--- src/hw/rtl/hcbd_pkg.sv ---
// Shared types and constants for the chunked HTTP body decoder.
`default_nettype none

package hcbd_pkg;

  localparam int SIZE_BITS      = 24;
  localparam int MAX_LINE_BYTES = 31;
  localparam int LINE_CNT_BITS  = 6;
  localparam int LENGTH_BITS    = 24;

  localparam logic [LENGTH_BITS-1:0] TOTAL_MAX = {LENGTH_BITS{1'b1}};

  localparam logic [7:0] CH_CR = 8'h0d;
  localparam logic [7:0] CH_LF = 8'h0a;

  typedef struct packed {
    logic [7:0] body_byte;
    logic       end_of_body;
  } body_t;

  typedef struct packed {
    logic [1:0]             result_kind;
    logic [7:0]             payload_byte;
    logic [LENGTH_BITS-1:0] decoded_length;
  } result_t;

  typedef struct packed {
    logic  valid;
    body_t word;
  } slot_t;

  typedef enum logic [1:0] {
    KIND_NONE = 2'd0,
    KIND_BYTE = 2'd1,
    KIND_DONE = 2'd2,
    KIND_ERR  = 2'd3
  } kind_t;

  typedef enum logic [2:0] {
    PH_SIZE    = 3'd0,
    PH_DATA    = 3'd1,
    PH_DATA_CR = 3'd2,
    PH_DATA_LF = 3'd3,
    PH_DRAIN   = 3'd4
  } phase_t;

  typedef enum logic [1:0] {
    DS_BEFORE = 2'd0,
    DS_DIGITS = 2'd1,
    DS_DONE   = 2'd2,
    DS_FAIL   = 2'd3
  } dstage_t;

endpackage

`default_nettype wire

--- src/hw/rtl/http_chunked_body_decoder.sv ---
// Top level of the chunked HTTP body decoder: input stage, decode, result register.
//
//   channel  dir  handshake                  word
//   body     in   body_valid / body_stall     body_t: body_byte, end_of_body
//   result   out  result_valid / result_stall result_t: kind, payload_byte, length
//
// One result word per body word, one word per cycle sustained while result_stall is low.
// A word passes through the input register, then the result register; the framing
// state updates as a word moves from the input register to the result register.
// rst (synchronous) returns the parser to the size line with all counts zero.
// result_stall holds the result register; body_stall rises only when the input
// register is full and cannot move on.
`default_nettype none

module http_chunked_body_decoder
  import hcbd_pkg::*;
(
  input  wire logic    clk,
  input  wire logic    rst,
  input  wire logic    body_valid,
  output logic         body_stall,
  input  wire body_t   body,
  output logic         result_valid,
  input  wire logic    result_stall,
  output result_t      result
);

  slot_t   slot;
  logic    advance;
  result_t result_next;

  assign advance = !result_valid || !result_stall;

  hcbd_in_stage u_in_stage (
    .clk        (clk),
    .rst        (rst),
    .body_valid (body_valid),
    .body_stall (body_stall),
    .body       (body),
    .advance    (advance),
    .slot       (slot)
  );

  hcbd_decode u_decode (
    .clk         (clk),
    .rst         (rst),
    .slot        (slot),
    .advance     (advance),
    .result_next (result_next)
  );

  always_ff @(posedge clk) begin
    if (rst) begin
      result_valid <= 1'b0;
    end else if (advance) begin
      result_valid <= slot.valid;
    end
  end

  always_ff @(posedge clk) begin
    if (advance && slot.valid) begin
      result <= result_next;
    end
  end

endmodule

`default_nettype wire

--- src/hw/rtl/hcbd_in_stage.sv ---
// Input register stage holding one body word.
`default_nettype none

module hcbd_in_stage
  import hcbd_pkg::*;
(
  input  wire logic  clk,
  input  wire logic  rst,
  input  wire logic  body_valid,
  output logic       body_stall,
  input  wire body_t body,
  input  wire logic  advance,
  output slot_t      slot
);

  logic  valid_q;
  body_t word_q;

  assign body_stall = valid_q && !advance;

  always_ff @(posedge clk) begin
    if (rst) begin
      valid_q <= 1'b0;
    end else if (!body_stall) begin
      valid_q <= body_valid;
    end
  end

  always_ff @(posedge clk) begin
    if (body_valid && !body_stall) begin
      word_q <= body;
    end
  end

  assign slot.valid = valid_q;
  assign slot.word  = word_q;

endmodule

`default_nettype wire

--- src/hw/rtl/hcbd_decode.sv ---
// Chunk framing state and per-word result logic.
`default_nettype none

module hcbd_decode
  import hcbd_pkg::*;
(
  input  wire logic  clk,
  input  wire logic  rst,
  input  wire slot_t slot,
  input  wire logic  advance,
  output result_t    result_next
);

  phase_t                   phase, phase_next;
  logic [LINE_CNT_BITS-1:0] line_cnt, line_cnt_next;
  logic                     prev_cr, prev_cr_next;
  dstage_t                  dstage, dstage_next;
  logic [SIZE_BITS-1:0]     chunk, chunk_next;
  logic [LENGTH_BITS-1:0]   total, total_next;

  logic [7:0]               b;
  logic                     eob;
  logic                     hex_ok;
  logic [3:0]               hex_val;
  logic                     blank;
  logic [LINE_CNT_BITS-1:0] line_sum;
  logic [SIZE_BITS-1:0]     chunk_dec;
  kind_t                    kind;
  logic [7:0]               pbyte;
  logic [LENGTH_BITS-1:0]   len;

  assign b   = slot.word.body_byte;
  assign eob = slot.word.end_of_body;

  always_comb begin
    hex_ok  = 1'b1;
    hex_val = 4'd0;
    if (b >= 8'h30 && b <= 8'h39) begin
      hex_val = 4'(b - 8'h30);
    end else if (b >= 8'h61 && b <= 8'h66) begin
      hex_val = 4'(b - 8'h57);
    end else if (b >= 8'h41 && b <= 8'h46) begin
      hex_val = 4'(b - 8'h37);
    end else begin
      hex_ok = 1'b0;
    end
  end

  // space, tab, LF, VT, FF, CR
  assign blank = (b == 8'h20) || (b >= 8'h09 && b <= 8'h0d);

  assign line_sum  = line_cnt + LINE_CNT_BITS'(prev_cr) + LINE_CNT_BITS'(b != CH_CR);
  assign chunk_dec = (chunk != '0) ? chunk - SIZE_BITS'(1) : chunk;

  always_comb begin
    phase_next    = phase;
    line_cnt_next = line_cnt;
    prev_cr_next  = prev_cr;
    dstage_next   = dstage;
    chunk_next    = chunk;
    total_next    = total;
    kind          = KIND_NONE;
    pbyte         = 8'd0;
    len           = '0;

    unique case (phase)
      PH_SIZE: begin
        if (prev_cr && b == CH_LF) begin
          if (line_cnt == '0) begin
            kind = KIND_ERR;
          end else if (!(dstage == DS_DIGITS || dstage == DS_DONE)) begin
            kind = KIND_ERR;
          end else if (chunk == '0) begin
            kind = KIND_DONE;
          end else begin
            phase_next    = PH_DATA;
            line_cnt_next = '0;
            prev_cr_next  = 1'b0;
            dstage_next   = DS_BEFORE;
          end
        end else if (line_sum > LINE_CNT_BITS'(MAX_LINE_BYTES)) begin
          kind = KIND_ERR;
        end else begin
          line_cnt_next = line_sum;
          prev_cr_next  = (b == CH_CR);
          case (dstage)
            DS_BEFORE: begin
              if (hex_ok) begin
                chunk_next  = SIZE_BITS'(hex_val);
                dstage_next = DS_DIGITS;
              end else if (!blank) begin
                dstage_next = DS_FAIL;
              end
            end
            DS_DIGITS: begin
              if (hex_ok) begin
                if (chunk[SIZE_BITS-1 -: 4] != 4'd0) begin
                  kind = KIND_ERR;
                end else begin
                  chunk_next = {chunk[SIZE_BITS-5:0], hex_val};
                end
              end else begin
                dstage_next = DS_DONE;
              end
            end
            default: begin
            end
          endcase
        end
      end
      PH_DATA: begin
        if (total == TOTAL_MAX) begin
          kind = KIND_ERR;
        end else begin
          kind       = KIND_BYTE;
          pbyte      = b;
          total_next = total + LENGTH_BITS'(1);
          chunk_next = chunk_dec;
          if (chunk_dec == '0) begin
            phase_next = PH_DATA_CR;
          end
        end
      end
      PH_DATA_CR: begin
        if (b == CH_CR) begin
          phase_next = PH_DATA_LF;
        end else begin
          kind = KIND_ERR;
        end
      end
      PH_DATA_LF: begin
        if (b == CH_LF) begin
          phase_next    = PH_SIZE;
          line_cnt_next = '0;
          prev_cr_next  = 1'b0;
          dstage_next   = DS_BEFORE;
          chunk_next    = '0;
        end else begin
          kind = KIND_ERR;
        end
      end
      default: begin
        phase_next = PH_DRAIN;
      end
    endcase

    // message end: finish, error or end of body (an error if it comes early)
    if (kind == KIND_DONE || kind == KIND_ERR || eob) begin
      if (kind == KIND_DONE) begin
        len = total;
      end else if (kind == KIND_ERR) begin
        pbyte = 8'd0;
      end else if (phase_next != PH_DRAIN) begin
        kind  = KIND_ERR;
        pbyte = 8'd0;
      end
      phase_next    = eob ? PH_SIZE : PH_DRAIN;
      line_cnt_next = '0;
      prev_cr_next  = 1'b0;
      dstage_next   = DS_BEFORE;
      chunk_next    = '0;
      total_next    = '0;
    end
  end

  always_ff @(posedge clk) begin
    if (rst) begin
      phase    <= PH_SIZE;
      line_cnt <= '0;
      prev_cr  <= 1'b0;
      dstage   <= DS_BEFORE;
      chunk    <= '0;
      total    <= '0;
    end else if (slot.valid && advance) begin
      phase    <= phase_next;
      line_cnt <= line_cnt_next;
      prev_cr  <= prev_cr_next;
      dstage   <= dstage_next;
      chunk    <= chunk_next;
      total    <= total_next;
    end
  end

  assign result_next.result_kind    = kind;
  assign result_next.payload_byte   = pbyte;
  assign result_next.decoded_length = len;

endmodule

`default_nettype wire
--- config.mk ---
export PLATFORM = sky130hd
export DESIGN_NAME = http_chunked_body_decoder
export DESIGN_NICKNAME = d
export VERILOG_FILES = /design/src/hw/rtl/hcbd_pkg.sv /design/src/hw/rtl/http_chunked_body_decoder.sv /design/src/hw/rtl/hcbd_in_stage.sv /design/src/hw/rtl/hcbd_decode.sv
export SDC_FILE = /design/constraint.sdc
export NUM_CORES = 1
export LEC_CHECK = 0
export BUFFER_PORTS_ARGS = -buffer_cell sky130_fd_sc_hd__buf_2
export CAP_MARGIN = 20
export CORE_ASPECT_RATIO = 2
export CORE_UTILIZATION = 25
export DETAILED_ROUTE_END_ITERATION = 16
export SKIP_LAST_GASP = 1
export SLEW_MARGIN = 20
export SYNTH_ARGS = -nofsm -noshare
export SYNTH_HDL_FRONTEND = slang
export SYNTH_SLANG_ARGS = --single-unit
--- constraint.sdc ---
create_clock -name clk -period 4.05 [get_ports clk]
set_input_delay 0.2025 -clock clk [delete_from_list [all_inputs] [get_ports clk]]
set_output_delay 0.2025 -clock clk [all_outputs]
set_load 0.05 [all_outputs]
==> impl_metrics.env, run 1 <==
export IMPL_drt_first_pass_iters=5
export IMPL_period_needed_ns=3.49
export IMPL_coreArea_mm2=0.0220
export IMPL_cts_root_buf="clkbuf_16"
export IMPL_die_y_um=213
export IMPL_place_congestion=0.873
export IMPL_die_w_um=108
export IMPL_grt_pass1_vias=4719
export IMPL_power_share_switching_pct=25.9
export IMPL_cts_tree="done"
export IMPL_path_cells="inv_1, ha_1, nand2_1, nor2_1, fa_1, nand3b_1, o21ai_0, a31oi_1, o21a_2, or4_1, o22ai_1"
export IMPL_crit_path_max_incr_delay_ns=0.88
export IMPL_wl_um=15100
export IMPL_yosys_warnings=0
export IMPL_antenna_found_initial=0
export IMPL_seqPwrFrac_pct=51.6
export IMPL_synthDistinctLibCells=64
export IMPL_critPathArrivalTime_ns=3.78
export IMPL_switchingPower_w=0.000570
export IMPL_fin_crit_sh_pct=86.3
export IMPL_synth_seq_cells=105
export IMPL_ant_nets=0
export IMPL_hp_start="body[6]"
export IMPL_synth_area_mm2=0.00558
export IMPL_fillers=2300
export IMPL_grt_total_usage_pct=13.7
export IMPL_synthArstFlopShare_pct=0
export IMPL_max_cap_viol_count=0
export IMPL_cp_start_kind="register"
export IMPL_r2r_cells=11
export IMPL_io_pins=49
export IMPL_die_area_mm2=0.0230
export IMPL_avgSynthCellArea_um2=9.03
export IMPL_seq_area_frac_synth_pct=45.4
export IMPL_hold_viol_final=0
export IMPL_routed_via_count=4904
export IMPL_max_clock_path_buffers=2
export IMPL_path_buf_inv=1
export IMPL_start_util_pct=25.4
export IMPL_hold_depth=1
export IMPL_hp_class="in -> reg"
export IMPL_tns_ns=0
export IMPL_synthesis_nets=641
export IMPL_crit_type="reg -> reg"
export IMPL_diodes=0
export IMPL_clock_latency_ns=0.37
export IMPL_clk_pin_slew_ns=0.08
export IMPL_r2r_start="u_in_stage.slot[2]$_DFFE_PP_"
export IMPL_regToRegEndpoint="u_decode.chunk[18]$_SDFFE_PP0P_"
export IMPL_netlist_instances=618
export IMPL_fin_nets=697
export IMPL_synth_edf_count=43
export IMPL_route_detailed_drc=0
export IMPL_crit_fanout=21
export IMPL_drv_slew=0
export IMPL_crit_slowest_cell="or4_1"
export IMPL_cts_repair_resized=0
export IMPL_drt_wirelength_per_cell_um=15.8
export IMPL_setup_viol=0
export IMPL_cts_buffers=9
export IMPL_cts_max_level=3
export IMPL_combPwrFrac_pct=8.3
export IMPL_r2r_slack_ns=0.56
export IMPL_grt_setup_unrepaired="no"
export IMPL_power_density_mw_per_mm2=335
export IMPL_grt_max_degree=41
export IMPL_routed_via_density=5.14
export IMPL_whs_endpoint="u_in_stage.slot[6]$_DFFE_PP_"
export IMPL_path_delay_family="simple AND/OR/NAND/NOR gates"
export IMPL_max_freq_mhz=286
export IMPL_crit_path_end_kind="register"
export IMPL_fin_util_pct=29.9
export IMPL_yosysTopAreaCell="edfxtp_1"
export IMPL_io_buffer_count=48
export IMPL_pwr_share_clk_pct=40.2
export IMPL_slew_limit_headroom_pct=52.4
export IMPL_synth_area_leaders="edfxtp_1, dfxtp_1, a21oi_1"
export IMPL_tightest_slew_ns=0.713
export IMPL_clkSinkCount=105
export IMPL_rows=77
export IMPL_grt_remaining_overflow=0
export IMPL_dp_hpwl_um=11400
export IMPL_status="complete, no violations"
export IMPL_internal_power_w=0.00163
export IMPL_crit_required_ns=4.33
export IMPL_max_vdd_ir_drop_v=0.000293
export IMPL_area_growth_pct=17.9
export IMPL_skew_ns=0.00985
export IMPL_synth_flop_cell="dfxtp_1"
export IMPL_drt_iter0_markers=218
export IMPL_drive_gt1_share_pct=15.6
export IMPL_yosysTopAreaCellShare_pct=23.1
export IMPL_leakage_nw=2.33
export IMPL_grt_pass1_wl_um=23700
-- how the worst max path moves through the flow --
| stage | endpoint | cells past startpoint | startpoint | slack [ns] |
|---|---|---|---|---|
| detailed placement | u_decode.total[11]$_SDFFE_PP0P_ | 12 | u_in_stage.slot[2]$_DFFE_PP_ | 0.39 |
| floorplan | u_decode.phase[1]$_SDFFE_PP0P_ | 12 | u_in_stage.slot[5]$_DFFE_PP_ | 0.84 |
| global placement | u_decode.total[13]$_SDFFE_PP0P_ | 11 | u_in_stage.slot[1]$_DFFE_PP_ | 0.49 |
| CTS | u_decode.total[11]$_SDFFE_PP0P_ | 12 | u_in_stage.slot[2]$_DFFE_PP_ | 0.37 |
| finish | u_decode.chunk[18]$_SDFFE_PP0P_ | 11 | u_in_stage.slot[2]$_DFFE_PP_ | 0.56 |
| global route | u_decode.chunk[7]$_SDFFE_PP0P_ | 11 | u_in_stage.slot[2]$_DFFE_PP_ | 0.25 |
-- cells in the mapped netlist, types with 6 or more instances --
| cell | instances |
|---|---|
| nand2_1 | 49 |
| a31oi_1 | 8 |
| o22ai_1 | 8 |
| nor2_1 | 52 |
| dfxtp_1 | 62 |
| xor2_1 | 15 |
| nor2b_1 | 6 |
| nor4_1 | 11 |
| a22oi_1 | 13 |
| or3_1 | 14 |
| and3_1 | 8 |
| nand4_1 | 15 |
| o31ai_1 | 10 |
| a21oi_1 | 47 |
| or4_1 | 17 |
| o21ai_0 | 37 |
| clkbuf_1 | 24 |
| ha_1 | 9 |
| and2_1 | 35 |
| inv_1 | 22 |
| nand3_1 | 17 |
| edfxtp_1 | 43 |
| xnor2_1 | 11 |
| nor3_1 | 15 |
-- repair_timing --
action | in CTS | in global routing
hold buffers | 6 | 0
buffers inserted | 0 | 0
hold endpoints to repair | 6 | 0
-- power groups by stage --
stage	Combinational, W	Sequential, W	Clock (W)
2_1_floorplan	0.0000725	0.00121	0
3_3_place_gp	0.000178	0.00116	0
3_5_place_dp	0.000178	0.00116	0
4_1_cts	0.000183	0.00114	0.000909
5_1_grt	0.000196	0.00114	0.000940
6_report	0.000182	0.00114	0.000885
-- logic make-up after synthesis --
logic type / Yosys count / share of synthesized area (%)
xor+xnor: 26 / 4.08
fa+ha+maj: 10 / 2.38
simple gates: 269 / 26.4
mux: 3 / 0.538
compound gates: 152 / 17.3
flops: 105 / 45.4
buf+inv: 53 / 3.95
-- sequential cells by signal (all words and copies together) (netlist names) --
| signal | flops |
|---|---|
| result | 34 |
| u_decode.chunk | 24 |
| u_decode.total | 24 |
| u_in_stage.slot | 9 |
| u_decode.line_cnt | 6 |
| u_decode.phase | 3 |
| u_decode.dstage | 2 |
| result_valid | 1 |
| u_decode.prev_cr | 1 |
| u_in_stage.valid_q | 1 |
-- routing by layer --
| layer | vias to the layer above | wire (µm) | global-route usage [%] |
|---|---|---|---|
| met4 | 0 | 829 | 10.5 |
| met1 | 2334 | 5350 | 12.4 |
| met3 | 50 | 390 | 2.20 |
| li1 | 2397 | - | - |
| met2 | 123 | 8520 | 26.5 |
| met5 | - | 0 | 0 |
-- metrics by stage --
step           total power [W]  hold WS (ns)  setup slack, ns  instances  instance area, µm²
4_1_cts                0.00223       0.00449            0.365        955                6570
3_3_place_gp           0.00134         0.380            0.487        933                6210
6_report               0.00220        0.0208            0.557        955                6580
2_1_floorplan          0.00129         0.301            0.836        618                5580
3_5_place_dp           0.00134         0.381            0.392        933                6210
5_1_grt                0.00227        0.0109            0.248        955                6580
-- layout make-up --
class	count	area [µm²]	share of cell area, %
Inverter	22	82.6	1.26
Clock buffer	11	253	3.84
Multi-Input combinational cell	460	2850	43.4
Clock inverter	5	46.3	0.704
Tap cell	276	345	5.25
Timing Repair Buffer	76	465	7.07
Sequential cell	105	2530	38.5
-- layout by cell type, fill, tap and decap left out, drive strengths merged, types with 3 or more instances in the layout --
cell,count
edfxtp,43
a31oi,8
nor2b,6
nand4,15
or4,17
a2111oi,3
o21ai,39
or3,14
nor4b,4
nand2,49
and2,35
o22ai,8
mux2i,3
nand3b,3
nor4,12
nor3b,4
xor2,15
inv,24
nor2,52
dfxtp,62
o31ai,10
ha,9
or2,4
xnor2,11
clkbuf,11
nand2b,6
and3,8
dlygate4sd3,6
o21a,3
nor3,16
nand3,17
buf,70
a22oi,13
a31o,3
a21oi,47
clkinv,3
-- worst register-to-register path, stage by stage (launching register included) --
cell	delay (ns)
edfxtp_1	0.45
inv_1	0.12
ha_1	0.26
nand2_1	0.09
nor2_1	0.07
fa_1	0.38
nand3b_1	0.21
o21ai_0	0.22
a31oi_1	0.13
o21a_2	0.31
or4_1	0.88
o22ai_1	0.29
Note: power is estimated with default switching activity, not from simulation.
==> run 2, diff against run 1 <==
PLACE_DENSITY_LB_ADDON = 0.3   (was unset)
==> run 2 against run 1 <==
Net effect: worst hold slack gained 0.0027 ns; largest cell class unchanged; clock power decreased by 2.6%; sequential share of layout area increased by 0.051 points; combinational power up 4%; first-iteration DRC count grew 2.8%; non-clock buffer count stayed put; clock skew fell by 0.0021 ns; routed wire length increased by 13%; flip-flop and latch count stayed put; cell count stayed put; fmax fell by 1.3%.
==> impl_metrics.env, run 2 (synthesized netlist as in run 1, its figures left out) <==
export IMPL_diodes=0
export IMPL_coreArea_mm2=0.0220
export IMPL_power_share_switching_pct=27.0
export IMPL_io_pins=49
export IMPL_grt_remaining_overflow=0
export IMPL_hold_depth=1
export IMPL_fin_nets=697
export IMPL_slew_limit_headroom_pct=32.5
export IMPL_crit_path_end_kind="register"
export IMPL_rows=77
export IMPL_tightest_slew_ns=1.00
export IMPL_switchingPower_w=0.000591
export IMPL_fillers=2349
export IMPL_cts_max_level=3
export IMPL_critPathArrivalTime_ns=3.84
export IMPL_cts_buffers=9
export IMPL_routed_via_count=4916
export IMPL_crit_required_ns=4.35
export IMPL_routed_via_density=5.15
export IMPL_leakage_nw=2.32
export IMPL_clkSinkCount=105
export IMPL_clk_pin_slew_ns=0.08
export IMPL_r2r_slack_ns=0.51
export IMPL_period_needed_ns=3.54
export IMPL_die_area_mm2=0.0230
export IMPL_whs_endpoint="u_in_stage.slot[3]$_DFFE_PP_"
export IMPL_antenna_found_initial=0
export IMPL_wl_met2_um=9910
export IMPL_fin_crit_sh_pct=87.4
export IMPL_route_detailed_drc=0
export IMPL_wl_um=17100
export IMPL_die_y_um=213
export IMPL_max_vdd_ir_drop_v=0.000272
export IMPL_wl_met3_um=451
export IMPL_drt_iter0_markers=224
export IMPL_r2r_cells=13
export IMPL_power_density_mw_per_mm2=333
export IMPL_pwr_share_clk_pct=39.4
export IMPL_seqPwrFrac_pct=51.9
export IMPL_combPwrFrac_pct=8.7
export IMPL_setup_viol=0
export IMPL_drt_first_pass_iters=4
export IMPL_hp_class="in -> reg"
export IMPL_dp_hpwl_um=13100
export IMPL_start_util_pct=25.4
export IMPL_highest_layer="met4"
export IMPL_placedCellCount=931
export IMPL_die_w_um=108
export IMPL_cpMostUsedCell="nand2_1"
export IMPL_path_buf_inv=2
export IMPL_top_register="result"
export IMPL_layout_commonest_cell="dfxtp_1"
export IMPL_drv_slew=0
export IMPL_tns_ns=0
export IMPL_largest_register_ff_count=34
export IMPL_grt_setup_unrepaired="no"
export IMPL_seq_area_mm2=0.00253
export IMPL_instances_no_fill=955
export IMPL_io_buffer_count=48
export IMPL_clock_latency_ns=0.38
export IMPL_grt_max_degree=39
export IMPL_layout_common_cells="dfxtp_1, nor2_1, nand2_1"
export IMPL_path_cells="inv_1, ha_1, nand2_1, nor2_1, fa_1, nand3b_1, or3_1, and3_1, a21oi_1, a41o_1, buf_4, nand2_1, o21ai_0"
export IMPL_max_freq_mhz=282
export IMPL_place_congestion=0.872
export IMPL_reg_top3="result: 34 flops, u_decode.chunk: 24 flops, u_decode.total: 24 flops"
export IMPL_crit_type="reg -> reg"
export IMPL_path_delay_family="simple AND/OR/NAND/NOR gates"
export IMPL_drive_gt1_share_pct=15.6
export IMPL_max_cap_viol_count=0
export IMPL_drt_wirelength_per_cell_um=17.9
export IMPL_grt_pass1_vias=4969
export IMPL_crit_slowest_cell="a41o_1"
export IMPL_grt_pass1_wl_um=26100
export IMPL_crit_path_max_incr_delay_ns=0.68
export IMPL_wl_met1_um=5370
export IMPL_multi_input_area_mm2=0.00285
export IMPL_r2r_start="u_in_stage.slot[2]$_DFFE_PP_"
export IMPL_cp_start_kind="register"
export IMPL_cts_tree="done"
export IMPL_regToRegEndpoint="u_decode.chunk[16]$_SDFFE_PP0P_"
export IMPL_post_cts_buffers=0
export IMPL_hold_viol_final=0
export IMPL_internal_power_w=0.00160
export IMPL_max_clock_path_buffers=2
export IMPL_grt_total_usage_pct=15.6
export IMPL_cts_root_buf="clkbuf_16"
export IMPL_hp_start="body[3]"
export IMPL_area_growth_pct=17.7
export IMPL_crit_fanout=15
export IMPL_status="complete, no violations"
export IMPL_skew_ns=0.00780
export IMPL_ant_nets=0
-- run 2: per-stage QoR --
step	cell area (µm²)	hold WS [ns]	util (%)	setup WS (ns)	power (W)
global route	6570	0.00736	29.9	0.231	0.00227
detailed placement	6210	0.384	28.3	0.562	0.00134
finish	6570	0.0235	29.9	0.510	0.00219
global placement	6210	0.380	28.3	0.610	0.00134
floorplan	5580	0.301	-	0.836	0.00129
CTS	6570	0.00158	29.9	0.542	0.00223
-- run 2: how the worst max path moves through the flow --
stage / from / end / slack [ns] / cells after the start
CTS: u_in_stage.slot[2]$_DFFE_PP_ / u_decode.chunk[16]$_SDFFE_PP0P_ / 0.54 / 13
global placement: u_in_stage.slot[1]$_DFFE_PP_ / u_decode.chunk[16]$_SDFFE_PP0P_ / 0.61 / 12
floorplan: u_in_stage.slot[5]$_DFFE_PP_ / u_decode.phase[1]$_SDFFE_PP0P_ / 0.84 / 12
global route: u_in_stage.slot[2]$_DFFE_PP_ / u_decode.total[18]$_SDFFE_PP0P_ / 0.23 / 13
detailed placement: u_in_stage.slot[2]$_DFFE_PP_ / u_decode.total[18]$_SDFFE_PP0P_ / 0.56 / 13
finish: u_in_stage.slot[2]$_DFFE_PP_ / u_decode.chunk[16]$_SDFFE_PP0P_ / 0.51 / 13
-- run 2: cell type report --
| cell class | count | share of cell area, % |
|---|---|---|
| clock inverter | 7 | 0.819 |
| sequential | 105 | 38.5 |
| tap | 276 | 5.26 |
| clock buffer | 9 | 3.43 |
| inverter | 22 | 1.26 |
| multi-input combinational | 460 | 43.3 |
| timing repair buffer | 76 | 7.35 |
-- run 2: power by group through the flow --
stage                     combinational (W)  sequential [W]  clock (W)
final                              0.000189         0.00114   0.000862
after global routing               0.000202         0.00114   0.000929
after CTS                          0.000191         0.00114   0.000902
after detailed placement           0.000184         0.00116          0
after global placement             0.000184         0.00116          0
after floorplan                   0.0000725         0.00121          0
-- run 2: layer usage --
layer	vias to the layer above	global-route usage [%]
li1	2395	-
met1	2344	11.9
met2	115	31.5
met3	62	2.93
met4	0	13.5
met5	-	0
-- run 2: repair_timing --
item	4_1_cts	5_1_grt
hold buffers	8	0
setup endpoints to repair	0	0
gates resized for setup	0	0
endpoints found under the hold margin	8	0
==> run 3, diff against run 2 <==
CELL_PAD_IN_SITES_DETAIL_PLACEMENT = 1   (was unset)
CELL_PAD_IN_SITES_GLOBAL_PLACEMENT = 1   (was unset)
==> run 3 against run 2 <==
Net effect: flip-flop and latch count unchanged; combinational power down 2%; cell count is 0.52% lower; via count increased by 1.4%; sequential power hardly changed; register-to-register slack lost 0.13 ns; cell area fell by 0.50%; worst setup slack got worse by 0.13 ns; clock skew increased by 0.0025 ns; first-iteration DRC count decreased by 34%; clock-buffer cell count is the same; fmax down 3.6%.
==> impl_metrics.env, run 3 (synthesized netlist as in run 1, its figures left out) <==
export IMPL_status="complete, no violations"
export IMPL_fin_crit_sh_pct=90.6
export IMPL_cts_max_level=3
export IMPL_dp_hpwl_um=13700
export IMPL_drv_slew=0
export IMPL_grt_use_met2_pct=33.2
export IMPL_drt_iter0_markers=147
export IMPL_cts_repair_resized=0
export IMPL_crit_fanout=11
export IMPL_finalPower_w=0.00223
export IMPL_max_vdd_ir_drop_v=0.000239
export IMPL_leakage_nw=2.31
export IMPL_critPathArrivalTime_ns=3.92
export IMPL_place_ws_ns=0.391
export IMPL_layout_commonest_cell="dfxtp_1"
export IMPL_antenna_found_initial=0
export IMPL_crit_required_ns=4.30
export IMPL_tns_ns=0
export IMPL_io_pins=49
export IMPL_fin_ws_ns=0.379
export IMPL_placedCellCount=928
export IMPL_cts_root_buf="clkbuf_16"
export IMPL_route_detailed_drc=0
export IMPL_place_congestion=0.843
export IMPL_diodes=0
export IMPL_die_y_um=213
export IMPL_skew_ns=0.0103
export IMPL_cp_start_kind="register"
export IMPL_max_clock_path_buffers=2
export IMPL_clk_pin_slew_ns=0.08
export IMPL_largest_register_ff_count=34
export IMPL_crit_type="reg -> reg"
export IMPL_setup_viol=0
export IMPL_die_area_mm2=0.0230
export IMPL_fin_nets=692
export IMPL_hold_viol_final=0
export IMPL_regToRegEndpoint="u_decode.total[3]$_SDFFE_PP0P_"
export IMPL_holdWs_ns=0.0177
export IMPL_critPathCapture="u_decode.total[3]$_SDFFE_PP0P_"
export IMPL_instances_no_fill=950
export IMPL_grt_pass1_wl_um=27600
export IMPL_grt_total_usage_pct=16.1
export IMPL_die_w_um=108
export IMPL_fillers=2610
export IMPL_grt_setup_unrepaired="no"
export IMPL_r2r_start="u_in_stage.slot[2]$_DFFE_PP_"
export IMPL_tightest_slew_ns=0.993
export IMPL_cts_tree="done"
export IMPL_ant_nets=0
export IMPL_crit_path_end_kind="register"
export IMPL_layout_common_cells="dfxtp_1, nor2_1, nand2_1"
export IMPL_hp_class="in -> reg"
export IMPL_power_density_mw_per_mm2=342
export IMPL_grt_pass1_vias=5284
export IMPL_routed_via_density=5.25
export IMPL_coreArea_mm2=0.0220
export IMPL_grtUsageMet1_pct=13.5
export IMPL_slew_limit_headroom_pct=33.7
export IMPL_drt_first_pass_iters=5
export IMPL_global_route_peak_usage_layer="met2"
export IMPL_grt_max_degree=25
export IMPL_drive_gt1_share_pct=14.8
export IMPL_r2r_cells=13
export IMPL_routed_via_count=4985
export IMPL_clkSinkCount=105
export IMPL_grt_remaining_overflow=0
export IMPL_io_buffer_count=48
export IMPL_r2r_slack_ns=0.38
export IMPL_drt_wirelength_per_cell_um=18.3
export IMPL_grtUsageMet3_pct=2.53
export IMPL_period_needed_ns=3.67
export IMPL_top_register="result"
export IMPL_cts_buffers=9
export IMPL_rows=77
export IMPL_max_freq_mhz=272
export IMPL_start_util_pct=25.4
export IMPL_wl_um=17400
export IMPL_area_growth_pct=17.2
export IMPL_reg_top3="result: 34 flops, u_decode.chunk: 24 flops, u_decode.total: 24 flops"
export IMPL_cp_startpoint="u_in_stage.slot[2]$_DFFE_PP_"
export IMPL_max_cap_viol_count=0
export IMPL_clock_latency_ns=0.37
[run 3: changes by cell type in the layout (fill, tap and decap cells not counted), moves of 2 or more]
cell	previous run	this run
buf_4	19	17
inv_6	2	0
clkinv_2	2	0
clkinv_4	0	3
dlygate4sd3_1	8	6
[run 3: worst max-delay path, stage by stage (launching register included)]
cell      delay, ns
edfxtp_1       0.45
inv_1          0.11
ha_1           0.26
nand2_1        0.09
nor2_1         0.08
fa_1           0.40
nand3b_1       0.21
o21ai_0        0.27
a31oi_1        0.15
o21a_2         0.32
o31ai_2        0.71
buf_4          0.29
xor2_1         0.15
nor2_1         0.05
[run 3: layout make-up]
type | count | area (µm²) | area share [%]
clock inverter | 7 | 78.8 | 1.21
inverter | 22 | 82.6 | 1.26
sequential | 105 | 2530 | 38.7
timing repair buffer | 71 | 428 | 6.55
multi-input combinational | 460 | 2850 | 43.5
clock buffer | 9 | 225 | 3.44
tap | 276 | 345 | 5.28
[run 3: worst min-delay path by stage]
stage	start	to	slack [ns]	cells after the start
floorplan	body[0]	u_in_stage.slot[0]$_DFFE_PP_	0.30	0
global placement	body[6]	u_in_stage.slot[6]$_DFFE_PP_	0.38	1
detailed placement	body[7]	u_in_stage.slot[7]$_DFFE_PP_	0.38	1
CTS	body[0]	u_in_stage.slot[0]$_DFFE_PP_	0.005	1
global route	body[0]	u_in_stage.slot[0]$_DFFE_PP_	0.01	1
finish	body[0]	u_in_stage.slot[0]$_DFFE_PP_	0.02	1
[run 3: report_power, final]
part	internal [W]	switching, W
Sequential	0.00112	0.0000140
Combinational	0.0000487	0.000137
Clock	0.000485	0.000426
Total	0.00166	0.000577
[run 3: per-layer routing]
metal | routed length [µm] | vias to the layer above | part of all wire (%)
li1 | - | 2379 | -
met3 | 415 | 46 | 2.4
met2 | 10400 | 94 | 60
met4 | 799 | 0 | 4.6
met5 | 0 | - | 0
met1 | 5830 | 2466 | 33
[run 3: metrics by stage]
| step | util [%] | instance area, µm² |
|---|---|---|
| after floorplan | - | 5580 |
| after global placement | 28.1 | 6170 |
| after detailed placement | 28.1 | 6170 |
| after CTS | 29.8 | 6540 |
| after global routing | 29.8 | 6540 |
| final | 29.8 | 6540 |
[run 3: what timing repair did]
action                                  4_1_cts  5_1_grt
setup buffers                                 0        0
hold buffers                                  6        0
endpoints found under the hold margin         6        0
endpoints found under the setup margin        0        0
